--- src/design/bsd_div.sv ---
// ----------------------------------------------------------------------------
// bsd_div: iterative unsigned divider
//
// Restoring division, one quotient bit per cycle. A start pulse loads the
// operands; done pulses for one cycle when the quotient is valid. The divisor
// must be nonzero.
// ----------------------------------------------------------------------------
`default_nettype none

module bsd_div #(
    parameter int NW = 43,
    parameter int DW = 11
) (
    input  wire logic          clk,
    input  wire logic          rst_n,
    input  wire logic          start,
    input  wire logic [NW-1:0] dividend,
    input  wire logic [DW-1:0] divisor,
    output logic               done,
    output logic [NW-1:0]      quotient
);

    localparam int KW = $clog2(NW + 1);

    logic [NW-1:0] acc_reg;
    logic [DW-1:0] rem_reg;
    logic [DW-1:0] dvs_reg;
    logic [KW-1:0] step_reg;
    logic          run_reg;
    logic          done_reg;

    logic [DW:0]   trial;
    logic          fits;
    logic [DW:0]   diff;
    logic [DW-1:0] rem_next;
    logic [NW-1:0] acc_next;

    // One restoring step: shift in the next dividend bit and try a subtract.
    always_comb
    begin
        trial    = {rem_reg, acc_reg[NW-1]};
        fits     = trial >= {1'b0, dvs_reg};
        diff     = trial - {1'b0, dvs_reg};
        rem_next = fits ? diff[DW-1:0] : trial[DW-1:0];
        acc_next = {acc_reg[NW-2:0], fits};
    end

    // Step counter and operand registers.
    always_ff @(posedge clk or negedge rst_n)
    begin
        if (!rst_n)
        begin
            run_reg  <= 1'b0;
            done_reg <= 1'b0;
            step_reg <= '0;
            acc_reg  <= '0;
            rem_reg  <= '0;
            dvs_reg  <= '0;
        end
        else
        begin
            done_reg <= 1'b0;
            if (start)
            begin
                run_reg  <= 1'b1;
                step_reg <= KW'(NW);
                acc_reg  <= dividend;
                rem_reg  <= '0;
                dvs_reg  <= divisor;
            end
            else if (run_reg)
            begin
                acc_reg  <= acc_next;
                rem_reg  <= rem_next;
                step_reg <= step_reg - KW'(1);
                if (step_reg == KW'(1))
                begin
                    run_reg  <= 1'b0;
                    done_reg <= 1'b1;
                end
            end
        end
    end

    assign done     = done_reg;
    assign quotient = acc_reg;

endmodule

`default_nettype wire

--- config.mk ---
export PLATFORM = sky130hd
export DESIGN_NAME = bsd_div
export DESIGN_NICKNAME = d
export VERILOG_FILES = /design/src/design/bsd_div.sv
export SDC_FILE = /design/constraint.sdc
export NUM_CORES = 1
export LEC_CHECK = 0
export ABC_AREA = 1
export BUFFER_PORTS_ARGS = -buffer_cell sky130_fd_sc_hd__buf_2
export CAP_MARGIN = 20
export CORE_MARGIN = 10
export CORE_UTILIZATION = 50
export CTS_BUF_LIST = sky130_fd_sc_hd__clkbuf_4 sky130_fd_sc_hd__clkbuf_8
export DETAILED_ROUTE_END_ITERATION = 10
export HOLD_SLACK_MARGIN = 0.06
export PLACE_DENSITY = 0.88
export SLEW_MARGIN = 40
export SYNTH_ARGS = -nofsm -noshare
export SYNTH_HDL_FRONTEND = slang
export SYNTH_SLANG_ARGS = --single-unit
--- constraint.sdc ---
create_clock -name clk -period 1.9 [get_ports clk]
set_input_delay 0.19 -clock clk [delete_from_list [all_inputs] [get_ports clk]]
set_output_delay 0.19 -clock clk [all_outputs]
set_load 0.01 [all_outputs]
# == Yosys cells after proc, flatten, opt, wreduce, memory -nomap -nowiden ==
# Cells that the tools add are included.
# classes
addsub,2
magnitude_cmp,1
n_eq_ne,1
n_mux,13
reduce_logical,1
# op_table
cell,count
43-bit 2-to-1 mux,2
11-bit 2-to-1 mux,3
12-bit by 11-bit greater-or-equal comparator with 1-bit output,1
6-bit 2-to-1 mux,2
11-bit subtractor,1
6-bit by 1-bit equality test with 1-bit output (second input constant),1
1-bit 2-to-1 mux,6
6-bit by 1-bit subtractor with 6-bit output (second input constant),1
2-bit nonzero test,1
# word_totals
reg_bits,73
input_bits,57
out_inout_bits,44
elab_cells,24

# == Logic depth before layout (Yosys ltp) ==
# Gate-level depths: netlist (run 1).
# depth
depth_word,4
mapped_depth,15
depth_no_buf,14

# == Least setup slack after synthesis (run 1) ==
# Ideal clock, no wire load.
# synth_path
path_type,register to register
from,register acc_reg[42] (netlist: quotient[42])
to,register rem_reg[6]
setup_time_ns,0.116
arrival_time_ns,1.879
required_ns,1.784
path_slack_ns,-0.096
stages_incl_launch_ff,16
n_path_buf,1
period_less_slack_ns,1.996
cell_sequence,dfrtp_1 inv_1 ha_1 inv_1 fa_1 nand2_1 nand2_2 nand2_4 nand2_4 nand2_4 nand3_4 buf_8 nand2_2 nand2_1 nand2_1 nand2_1
# synth_via
elab_chain_len,4
word_cells_on_any_way,5
cone_classes,add/sub: 1; order compare: 1; mux: 3
# synth_rtl
element,line_no,source
start: declaration,25,logic [NW-1:0] acc_reg;
start signal: assignment,67,acc_reg <= dividend;
start signal: assignment,73,acc_reg <= acc_next;
11-bit subtractor or 12-bit by 11-bit greater-or-equal comparator with 1-bit output (tied branches),"43, 42",
11-bit 2-to-1 mux *,44,rem_next = fits ? diff[DW-1:0] : trial[DW-1:0];
11-bit 2-to-1 mux *,71,else if (run_reg)
11-bit 2-to-1 mux *,63,if (start)
end signal: assignment,74,rem_reg <= rem_next;
end: declaration,26,logic [DW-1:0] rem_reg;
# Mark *: on every way between the ends. The rest lies on a longest branch, timed or not. The select of a mux whose other input is x is not followed.
# A chain may end at the register's enable or synchronous reset.

# == Worst setup path in the final report (run 1) ==
# layout_path
from,register acc_reg[42] (netlist: quotient[42])
to,register rem_reg[2]
# Same word-level chain as after synthesis.

==> metrics.csv, run 1 <==
stage;metric;value;unit
setup_path;Critical Path Slowest Stage Cell;dfrtp_1;
sta;Setup Skew;0.00875;ns
clock_network;htree depth;3;
power;Max VDD drop;0.615;mV
setup_path;startpoint class of the critical path;flop;
clock_network;clock buffer depth;2;
die;Chip Width;109;microns
clock_network;clock root cell;clkbuf_8;
route;Residual DRC;0;
job;max_cap viols;0;
route;vias per inst;5.81;
die;die height;109;microns
place;Final HPWL DP;8370;microns
setup_path;crit-path cells;inv_2 -> ha_4 -> inv_4 -> fa_2 -> nand2_2 -> nand2_2 -> nand2_4 -> nand2_4 -> nand2_4 -> nand3_4 -> buf_6 -> o21ai_2 -> nand3_1 -> nand2_1;
cells_and_area;max FFs per register;43;
synth;Netlist cell types;34;
route;WL per Instance;19.2;microns
route;routed vias;4316;
die;total I/O pin count;101;
synth;Post-Syn Area;3940;sq um
setup_path;Top cell by count, worst path;nand2_4;
synth;Synth warnings;0;
cells_and_area;layout cell share with drive strength beyond 1;28.4;%
setup_path;Critical Path Sink;rem_reg[2];
setup_path;worst reg2reg setup slack;-0.09;ns
setup_path;Worst R2R End;rem_reg[2];
synth;commonest cells in the netlist;150 x nand2_1, 86 x inv_1, 73 x dfrtp_1, 39 x o221ai_1, 20 x nand3_1;
grt;vias in the first global route;4386;
grt;initial antenna violation count;0;
synth;flop and latch count out of synthesis;73;
clock_network;CTS tree;done;
sta;slew at the pin closest to its max-slew limit;0.718;ns
synth;Post-synth EDFFs;0;
grt;largest net degree at the start of global routing;74;
setup_path;CP max stage delay;0.39;ns
sta;Setup Viol. Count Final;11;
die;Core Area;7690;sq um
sta;Tcrit/Tclk final;105;%
sta;Worst Slack Setup Final;-0.0928;ns
cells_and_area;Area Overhead vs Synth;36.4;%
die;Rows;32;
die;full die area;11800;sq um
place;IO Port Bufs;100;
clock_network;CTS Buf Count;9;
setup_path;Arrival @ worst endpoint;2.28;ns
cells_and_area;number of diodes;0;
run_status;status;finished, violations left;
setup_path;Critical path origin;quotient[42];
synth;top cells by area, synth;dfrtp_1 46%, nand2_1 14%, o221ai_1 8.7%;
die;starting density of the core;51.3;%
sta;RSZ-0062 raised after global routing;yes;
synth;asr flop ratio synth;100;%
clock_network;Sink Count;73;
sta;Rel. slew slack;52.1;%
cells_and_area;fin nets;707;
synth;post-synthesis sequential area ratio;46.3;%
synth;most numerous cell in the Yosys netlist;nand2_1;
synth;Syn Nets;555;
sta;Final Hold Viols;0;
sta;final critical-path required period;1.99;ns
sta;setup TNS;-0.550;ns
synth;Mapped Avg Cell Area;8.14;sq um
power;pwr dens;1130;nW/um^2
setup_path;Crit. End Element;flop;
clock_network;worst skew pair latency;0.36;ns
clock_network;Clock transition at path regs;0.08;ns
power;Leak;0.00292;uW
sta;fmax;502;MHz
run_status;failing checks;setup timing;
sta;Slew Limit Fails;0;
synth;share of the synthesized area in the top cell type;46.3;%
setup_path;cell count of the worst reg-to-reg path;14;
synth;top_reg_cell synth;dfrtp_1;
worst_hold_path;Hold Crit Class;in2reg;
setup_path;Max FO, Critical Path;5;
grt;gr ovfl total;0;
route;DR iter-0 viols;459;
setup_path;Crit path required time;2.19;ns
place;Placer Congestion;0.950;
synth;synthesized instance count;484;
grt;global-route usage over all layers;23.4;%
route;iteration count of the initial detailed-routing pass;7;
synth;leading area contributor after synthesis;dfrtp_1;
setup_path;critical path class;reg2reg;
route;final WL;14300;microns
route;Detail Route Antenna Nets;0;
place;Place WS;-0.0619;ns
setup_path;reg2reg start;quotient[42];
grt;first-pass GRT wire length;21900;microns
per-stage QoR:
| stage | instances | cell area [sq um] | utilization, % | total power [uW] | hold WS, ns |
|---|---|---|---|---|---|
| floorplan | 484 | 3960 | - | 3480 | -0.106 |
| global placement | 683 | 4640 | 60.4 | 4020 | 0.237 |
| detailed placement | 683 | 4640 | 60.4 | 4130 | 0.250 |
| CTS | 738 | 5260 | 68.4 | 5640 | 0.0610 |
| global route | 743 | 5380 | 69.9 | 6350 | 0.0699 |
| finish | 743 | 5380 | 69.9 | 6060 | 0.0640 |
per-layer routing:
metal | vias up | global-route usage [%] | share of wire, % | wire length, microns
met2 | 335 | 38.6 | 49 | 6930
met3 | 77 | 8.91 | 11 | 1570
li1 | 1883 | - | - | -
met1 | 2021 | 26.2 | 35 | 5040
met4 | 0 | 11.3 | 5.1 | 722
met5 | - | 0 | 0 | 0
cells in the final DEF, fill, tap and decap left out, types with 2 or more instances in the layout:
cell type      synthesis  layout
nor2_2                 3       3
buf_4                  0      17
nor2_1                13      13
ha_1                  13       9
nand2_1              150     143
inv_1                 86      84
nor3_1                 3       3
nand3_2                1       6
bufinv_16              0       2
buf_12                 0       2
o221ai_1              39      39
nand2_4                4       6
buf_2                  2     100
a22oi_1                3       3
dlygate4sd3_1          0      37
clkbuf_8               0      10
nand3_1               20      16
nand4_1               11      11
o21ai_0               14      14
ha_4                   0       3
buf_6                  1       3
clkinv_2               0       2
nand2_2                8      13
o211ai_1               2       2
inv_2                  4       5
a21oi_1                7       7
dfrtp_1               73      73
worst min-delay path by stage:
stage              endpoint  depth (start not counted)          from  slack (ns)
2_1_floorplan          done                          0         rst_n       -0.11
3_3_place_gp     dvs_reg[7]                          2         rst_n        0.24
3_5_place_dp     dvs_reg[7]                          2         rst_n        0.25
4_1_cts        quotient[20]                          3  dividend[20]        0.06
5_1_grt        quotient[21]                          3  dividend[21]        0.07
6_report       quotient[13]                          3  dividend[13]        0.06
kinds of logic after synthesis:
kind of cell | synth area share [%]
compound gates | 13.2
buf+inv | 10.9
fa+ha+maj | 4.64
simple gates | 24.4
flops | 46.3
xor+xnor | 0.445
critical path, delay by kind of cell, from the launching register on:
kind / cells / cell delay (ns)
simple gates: 8 / 0.72
fa+ha+maj: 2 / 0.49
flops: 1 / 0.39
buf+inv: 3 / 0.28
compound gates: 1 / 0.05
repair_timing:
item | 4_1_cts | 5_1_grt
setup endpoints to repair | 6 | 12
pin swaps | 0 | 6
hold buffers | 36 | 1
cloned | 1 | 0
buffers inserted | 2 | 4
hold endpoints to repair | 108 | 1
resized for setup | 2 | 16
layout make-up:
| cell class | instances | area [sq um] |
|---|---|---|
| inverter | 90 | 340 |
| tap | 102 | 128 |
| multi-input combinational | 303 | 1780 |
| clock inverter | 5 | 78.8 |
| timing repair buffer | 159 | 1070 |
| sequential | 73 | 1830 |
| fill | 497 | 2310 |
| clock buffer | 11 | 145 |
power by group:
group / total (uW) / switching, uW / internal (uW)
registers: 1950 / 193 / 1760
logic: 2720 / 1660 / 1060
clock network: 1380 / 594 / 788
total: 6060 / 2450 / 3610
No activity file was read; power rests on OpenSTA's default activity.
==> run 2, diff against run 1 <==
CORE_MARGIN = not set   (was 10)
SETUP_SLACK_MARGIN = 0.4   (was not set)
==> run 2 against run 1 <==
Against the previous run:
- the flow still finishes with violations (setup timing)
- clock power is essentially flat
- cell area shrank 1.1%
- combinational power is essentially flat
- total power shrank 0.23%
- utilization shrank 0.80 points
- fmax grew 3.0%
- die area shrank 30%
- sequential power is essentially flat
- global-route usage grew 6.1 points
- largest cell class unchanged
- largest power group unchanged
==> metrics.csv, run 2 (synthesis results as in run 1) <==
stage;metric;value;unit;change
run_status;status;finished, violations left;;unchanged
run_status;failing checks;setup timing;;unchanged
cells_and_area;Area Overhead vs Synth;34.8;%;was 36.4%
route;vias per inst;5.57;;was 5.81
grt;first-pass GRT wire length;19000;microns;was 21900 microns
sta;slew at the pin closest to its max-slew limit;0.677;ns;was 0.718 ns
die;Core Area;7690;sq um;unchanged
setup_path;Crit path required time;2.14;ns;was 2.19 ns
die;total I/O pin count;101;;unchanged
sta;final critical-path required period;1.93;ns;was 1.99 ns
sta;fmax;517;MHz;was 502 MHz
route;final WL;12100;microns;was 14300 microns
clock_network;clock root cell;clkbuf_8;;unchanged
power;Leak;0.00291;uW;was 0.00292 uW
die;die height;90.8;microns;was 109 microns
clock_network;Sink Count;73;;unchanged
place;Final HPWL DP;7340;microns;was 8370 microns
route;routed vias;4114;;was 4316
clock_network;clock buffer depth;2;;unchanged
route;Detail Route Antenna Nets;0;;unchanged
grt;gr ovfl total;0;;unchanged
grt;global-route usage over all layers;29.5;%;was 23.4%
job;max_cap viols;0;;unchanged
place;Placer Congestion;0.915;;was 0.950
power;pwr dens;1140;nW/um^2;was 1130 nW/um^2
route;WL per Instance;16.4;microns;was 19.2 microns
die;starting density of the core;51.3;%;unchanged
cells_and_area;final cell count without fillers;739;;was 743
clock_network;htree depth;3;;unchanged
die;Rows;32;;unchanged
die;Chip Width;90.8;microns;was 109 microns
cells_and_area;number of diodes;0;;unchanged
die;full die area;8240;sq um;was 11800 sq um
grt;initial antenna violation count;0;;unchanged
place;placed cells;685;;was 683
sta;Setup Skew;0.0114;ns;was 0.00875 ns
cells_and_area;final core utilization;69.1;%;was 69.9%
sta;Worst Slack Setup Final;-0.0342;ns;was -0.0928 ns
cells_and_area;Fillers;535;;was 497
clock_network;worst skew pair latency;0.34;ns;was 0.36 ns
sta;Final Hold Viols;0;;unchanged
route;iteration count of the initial detailed-routing pass;5;;was 7
grt;largest net degree at the start of global routing;69;;was 74
setup_path;Arrival @ worst endpoint;2.18;ns;was 2.28 ns
cells_and_area;max FFs per register;43;;unchanged
place;IO Port Bufs;100;;unchanged
clock_network;CTS tree;done;;unchanged
setup_path;Max FO, Critical Path;5;;unchanged
grt;vias in the first global route;4047;;was 4386
cells_and_area;fin nets;703;;was 707
cells_and_area;commonest non-fill, non-tap cell in the layout;nand2_1;;unchanged
cells_and_area;Reg area;1830;sq um;unchanged
sta;Slew Limit Fails;0;;unchanged
sta;Rel. slew slack;54.8;%;was 52.1%
place;Place WS;-0.0549;ns;was -0.0619 ns
sta;Tcrit/Tclk final;102;%;was 105%
sta;Min Hold Slack;0.0690;ns;was 0.0640 ns
route;DR iter-0 viols;306;;was 459
setup_path;critical path class;reg2reg;;unchanged
cells_and_area;multi-input logic area;1770;sq um;was 1780 sq um
setup_path;startpoint class of the critical path;flop;;unchanged
sta;Setup Viol. Count Final;6;;was 11
sta;RSZ-0062 raised after global routing;yes;;unchanged
clock_network;Clock transition at path regs;0.08;ns;about the same
cells_and_area;most frequent cells in the layout;145 x nand2_1, 100 x buf_2, 84 x inv_1;;was 143 x nand2_1, 100 x buf_2, 84 x inv_1
worst_hold_path;Hold Crit Class;in2reg;;unchanged
route;Residual DRC;0;;unchanged
power;Max VDD drop;0.599;mV;was 0.615 mV
cells_and_area;layout cell share with drive strength beyond 1;29.0;%;was 28.4%
sta;setup TNS;-0.125;ns;was -0.550 ns
setup_path;Crit. End Element;flop;;unchanged
clock_network;CTS Buf Count;9;;unchanged
-- run 2: final cells by class --
type / instances / area share (%)
Timing Repair Buffer: 155 / 19.3
Clock inverter: 4 / 1.44
Tap cell: 102 / 2.40
Multi-Input combinational cell: 303 / 33.2
Sequential cell: 73 / 34.4
Inverter: 90 / 6.40
Clock buffer: 12 / 2.87
-- run 2: repair_timing --
item | CTS | global route
hold buffers | 27 | 0
buffers inserted | 7 | 3
resized for setup | 8 | 9
hold endpoints to repair | 41 | 0
pin swaps | 4 | 8
cloned | 1 | 0
endpoints found under the setup margin | 12 | 51
-- run 2: worst paths after layout --
path | from | to | slack [ns] | cells past startpoint
min reg2reg | step_reg[4] | step_reg[4] | 0.50 | 1
max | quotient[42] | rem_reg[6] | -0.03 | 15
max in group asynchronous | rst_n | quotient[34] | 0.93 | 3
min | dividend[4] | quotient[4] | 0.07 | 3
max reg2reg | quotient[42] | rem_reg[6] | -0.03 | 15
min in group asynchronous | rst_n | dvs_reg[6] | 0.31 | 2
-- run 2: critical path, cell delays in order, from the launching register on --
cell and delay [ns]:
dfrtp_1 0.39, inv_2 0.08, ha_4 0.15, inv_4 0.04, fa_2 0.35, nand2_2 0.09, nand2_2 0.07, nand2_4 0.08
nand2_4 0.05, nand2_4 0.09, nand3_4 0.12, buf_6 0.15, nand2_2 0.04, nand2_1 0.04, nand2_1 0.05, nand2_1 0.05
-- run 2: per-layer routing --
layer	global-route usage (%)	part of all wire, %
met1	34.7	38
met2	49.5	49
met3	8.42	9.7
met4	14.4	3.3
met5	0	0
-- run 2: metrics by stage --
| step | area (sq um) | total power (uW) |
|---|---|---|
| after floorplan | 3960 | 3480 |
| after global placement | 4660 | 4070 |
| after detailed placement | 4660 | 4150 |
| after CTS | 5250 | 5790 |
| after global routing | 5310 | 6360 |
| final | 5310 | 6040 |
-- run 2: report_power, final --
group	internal, uW	leakage, uW	switching [uW]
logic	1120	0.00190	1590
registers	1760	0.000889	175
clock network	808	0.000114	585
==> run 3, diff against run 2 <==
MAX_ROUTING_LAYER = met4   (was not set)
SLEW_MARGIN = not set   (was 40)
==> run 3 against run 2 <==
Against the previous run:
- the run now ends clean
- wire length increased by 3.8%
- global-route usage increased by 3.1 points
- clock skew increased by 0.0069 ns
- cell area increased by 0.28%
- first-iteration DRC count increased by 24%
- die area unchanged
- sequential share of layout area decreased by 0.097 points
- critical endpoint is now rem_reg[0]
==> metrics.csv, run 3 (synthesis results as in run 1) <==
stage;metric;value;unit;change
run_status;status;finished, final reports clean;;was finished, violations left
setup_path;Critical Path Slowest Stage Cell;dfrtp_1;;unchanged
setup_path;Arrival @ worst endpoint;2.16;ns;was 2.18 ns
setup_path;Max FO, Critical Path;5;;unchanged
sta;Final Hold Viols;0;;unchanged
worst_hold_path;hold path startpoint;dividend[24];;was dividend[4]
setup_path;cell count of the worst reg-to-reg path;14;;was 15
setup_path;Crit. End Element;flop;;unchanged
cells_and_area;Area Overhead vs Synth;35.2;%;was 34.8%
clock_network;clock buffer depth;2;;unchanged
cells_and_area;layout cell share with drive strength beyond 1;29.2;%;was 29.0%
job;max_cap viols;0;;unchanged
setup_path;crit-path cells;inv_2 -> ha_4 -> inv_4 -> fa_2 -> nand2_2 -> nand2_2 -> nand2_4 -> nand2_4 -> nand2_4 -> nand3_4 -> buf_6 -> nand2_2 -> nand3_2 -> nand2_1;;was inv_2 -> ha_4 -> inv_4 -> fa_2 -> nand2_2 -> nand2_2 -> nand2_4 -> nand2_4 -> nand2_4 -> nand3_4 -> buf_6 -> nand2_2 -> nand2_1 -> nand2_1 -> nand2_1
sta;RSZ-0062 raised after global routing;yes;;unchanged
worst_hold_path;Hold Crit Class;in2reg;;unchanged
cells_and_area;number of diodes;0;;unchanged
sta;Slew Limit Fails;0;;unchanged
grt;gr ovfl total;0;;unchanged
clock_network;clock root cell;clkbuf_8;;unchanged
place;Placed Area;4660;sq um;about the same
cells_and_area;max FFs per register;43;;unchanged
cells_and_area;fin nets;706;;was 703
grt;initial antenna violation count;0;;unchanged
die;die height;90.8;microns;unchanged
power;Max VDD drop;0.645;mV;was 0.599 mV
route;DR iter-0 viols;379;;was 306
route;iteration count of the initial detailed-routing pass;5;;unchanged
clock_network;Clock transition at path regs;0.09;ns;was 0.08 ns
route;routed vias;4129;;was 4114
cells_and_area;Fillers;536;;was 535
sta;Rel. slew slack;69.4;%;was 54.8%
setup_path;CP max stage delay;0.38;ns;was 0.39 ns
worst_hold_path;WHS Path Cells;3;;unchanged
setup_path;reg2reg start;quotient[42];;unchanged
grt;largest net degree at the start of global routing;42;;was 69
clock_network;worst skew pair latency;0.35;ns;was 0.34 ns
route;Detail Route Antenna Nets;0;;unchanged
die;Rows;32;;unchanged
clock_network;htree depth;3;;unchanged
power;Leak;0.00290;uW;was 0.00291 uW
grt;global-route usage over all layers;32.6;%;was 29.5%
grt;first-pass GRT wire length;20200;microns;was 19000 microns
sta;Setup Viol. Count Final;0;;was 6
sta;final critical-path required period;1.86;ns;was 1.93 ns
worst_hold_path;WHS Endpoint;quotient[24];;was quotient[4]
die;total I/O pin count;101;;unchanged
setup_path;startpoint class of the critical path;flop;;unchanged
cells_and_area;most frequent cells in the layout;141 x nand2_1, 100 x buf_2, 83 x inv_1;;was 145 x nand2_1, 100 x buf_2, 84 x inv_1
place;Placer Congestion;0.924;;was 0.915
setup_path;Worst R2R End;rem_reg[0];;was rem_reg[6]
clock_network;CTS Buf Count;9;;unchanged
setup_path;worst reg2reg setup slack;0.04;ns;was -0.03 ns
place;Final HPWL DP;7380;microns;was 7340 microns
clock_network;Sink Count;73;;unchanged
setup_path;critical path class;reg2reg;;unchanged
die;full die area;8240;sq um;unchanged
clock_network;CTS tree;done;;unchanged
sta;Min Hold Slack;0.0653;ns;was 0.0690 ns
sta;Tcrit/Tclk final;98.0;%;was 102%
route;final WL;12500;microns;was 12100 microns
grt;vias in the first global route;4205;;was 4047
cells_and_area;final core utilization;69.3;%;was 69.1%
sta;fmax;537;MHz;was 517 MHz
place;IO Port Bufs;100;;unchanged
cells_and_area;commonest non-fill, non-tap cell in the layout;nand2_1;;unchanged
sta;slew at the pin closest to its max-slew limit;0.459;ns;was 0.677 ns
die;Core Area;7690;sq um;unchanged
cells_and_area;final instance area;5330;sq um;was 5310 sq um
sta;Setup Skew;0.0183;ns;was 0.0114 ns
setup_path;Crit path required time;2.20;ns;was 2.14 ns
die;starting density of the core;51.3;%;unchanged
route;Residual DRC;0;;unchanged
route;WL per Instance;16.9;microns;was 16.4 microns
route;vias per inst;5.56;;was 5.57
die;Chip Width;90.8;microns;unchanged
power;pwr dens;1090;nW/um^2;was 1140 nW/um^2
==> run 3: changes by cell type in the layout (fill, tap and decap cells not counted), sizes merged <==
cell	previous run	this run
buf	128	125
bufinv	2	1
dlygate4sd3	27	33
clkinv	1	3
clkbuf	12	11
==> run 3: final cells by class <==
| cell class | count | area [sq um] | area share [%] |
|---|---|---|---|
| clock inverter | 5 | 56.3 | 1.06 |
| tap | 102 | 128 | 2.39 |
| clock buffer | 11 | 139 | 2.61 |
| timing repair buffer | 158 | 1050 | 19.8 |
| sequential | 73 | 1830 | 34.3 |
| inverter | 90 | 343 | 6.43 |
| multi-input combinational | 303 | 1780 | 33.4 |
==> run 3: how the worst max path moves through the flow <==
| stage | start | to | slack [ns] | cells after the start |
|---|---|---|---|---|
| after global routing | quotient[42] | rem_reg[0] | -0.09 | 14 |
| after detailed placement | quotient[42] | rem_reg[10] | -0.03 | 14 |
| after global placement | quotient[42] | rem_reg[9] | 0.04 | 14 |
| final | quotient[42] | rem_reg[0] | 0.04 | 14 |
| after floorplan | quotient[42] | rem_reg[3] | -0.007 | 15 |
| after CTS | quotient[42] | rem_reg[10] | 0.09 | 14 |
==> run 3: timing repair <==
action | 4_1_cts | 5_1_grt
pin swaps | 13 | 9
endpoints found under the setup margin | 12 | 51
cloned | 1 | 0
hold buffers | 32 | 1
endpoints found under the hold margin | 47 | 1
gates resized for setup | 10 | 12
setup buffers | 3 | 3
==> run 3: layer usage <==
layer	vias to the layer above	share of wire, %	global-route usage [%]
met4	0	5.1	16.1
met2	252	49	55.7
met1	1930	37	35.3
li1	1881	-	-
met5	-	0	-
met3	66	8.5	8.08
==> run 3: power by group <==
part | internal (uW) | switching [uW]
Combinational | 1080 | 1550
Clock | 635 | 599
Sequential | 1760 | 189
Total | 3480 | 2340
==> run 3: worst max-delay path: cells and delay by family (launching register included) <==
kind | cells | cell delay, ns
and+or+nand+nor | 9 | 0.68
adders and majority gates | 2 | 0.47
buffers and inverters | 3 | 0.27
DFF | 1 | 0.38
==> run 3: through the flow <==
step                      TNS [ns]  worst slack, ns  total power (uW)  cells
after CTS                        0           0.0915              5590    738
final                            0           0.0380              5810    742
after global placement           0           0.0376              4080    686
after detailed placement   -0.0520          -0.0281              4150    686
after global routing        -0.413          -0.0919              6160    742
after floorplan            -0.0209         -0.00717              3480    484
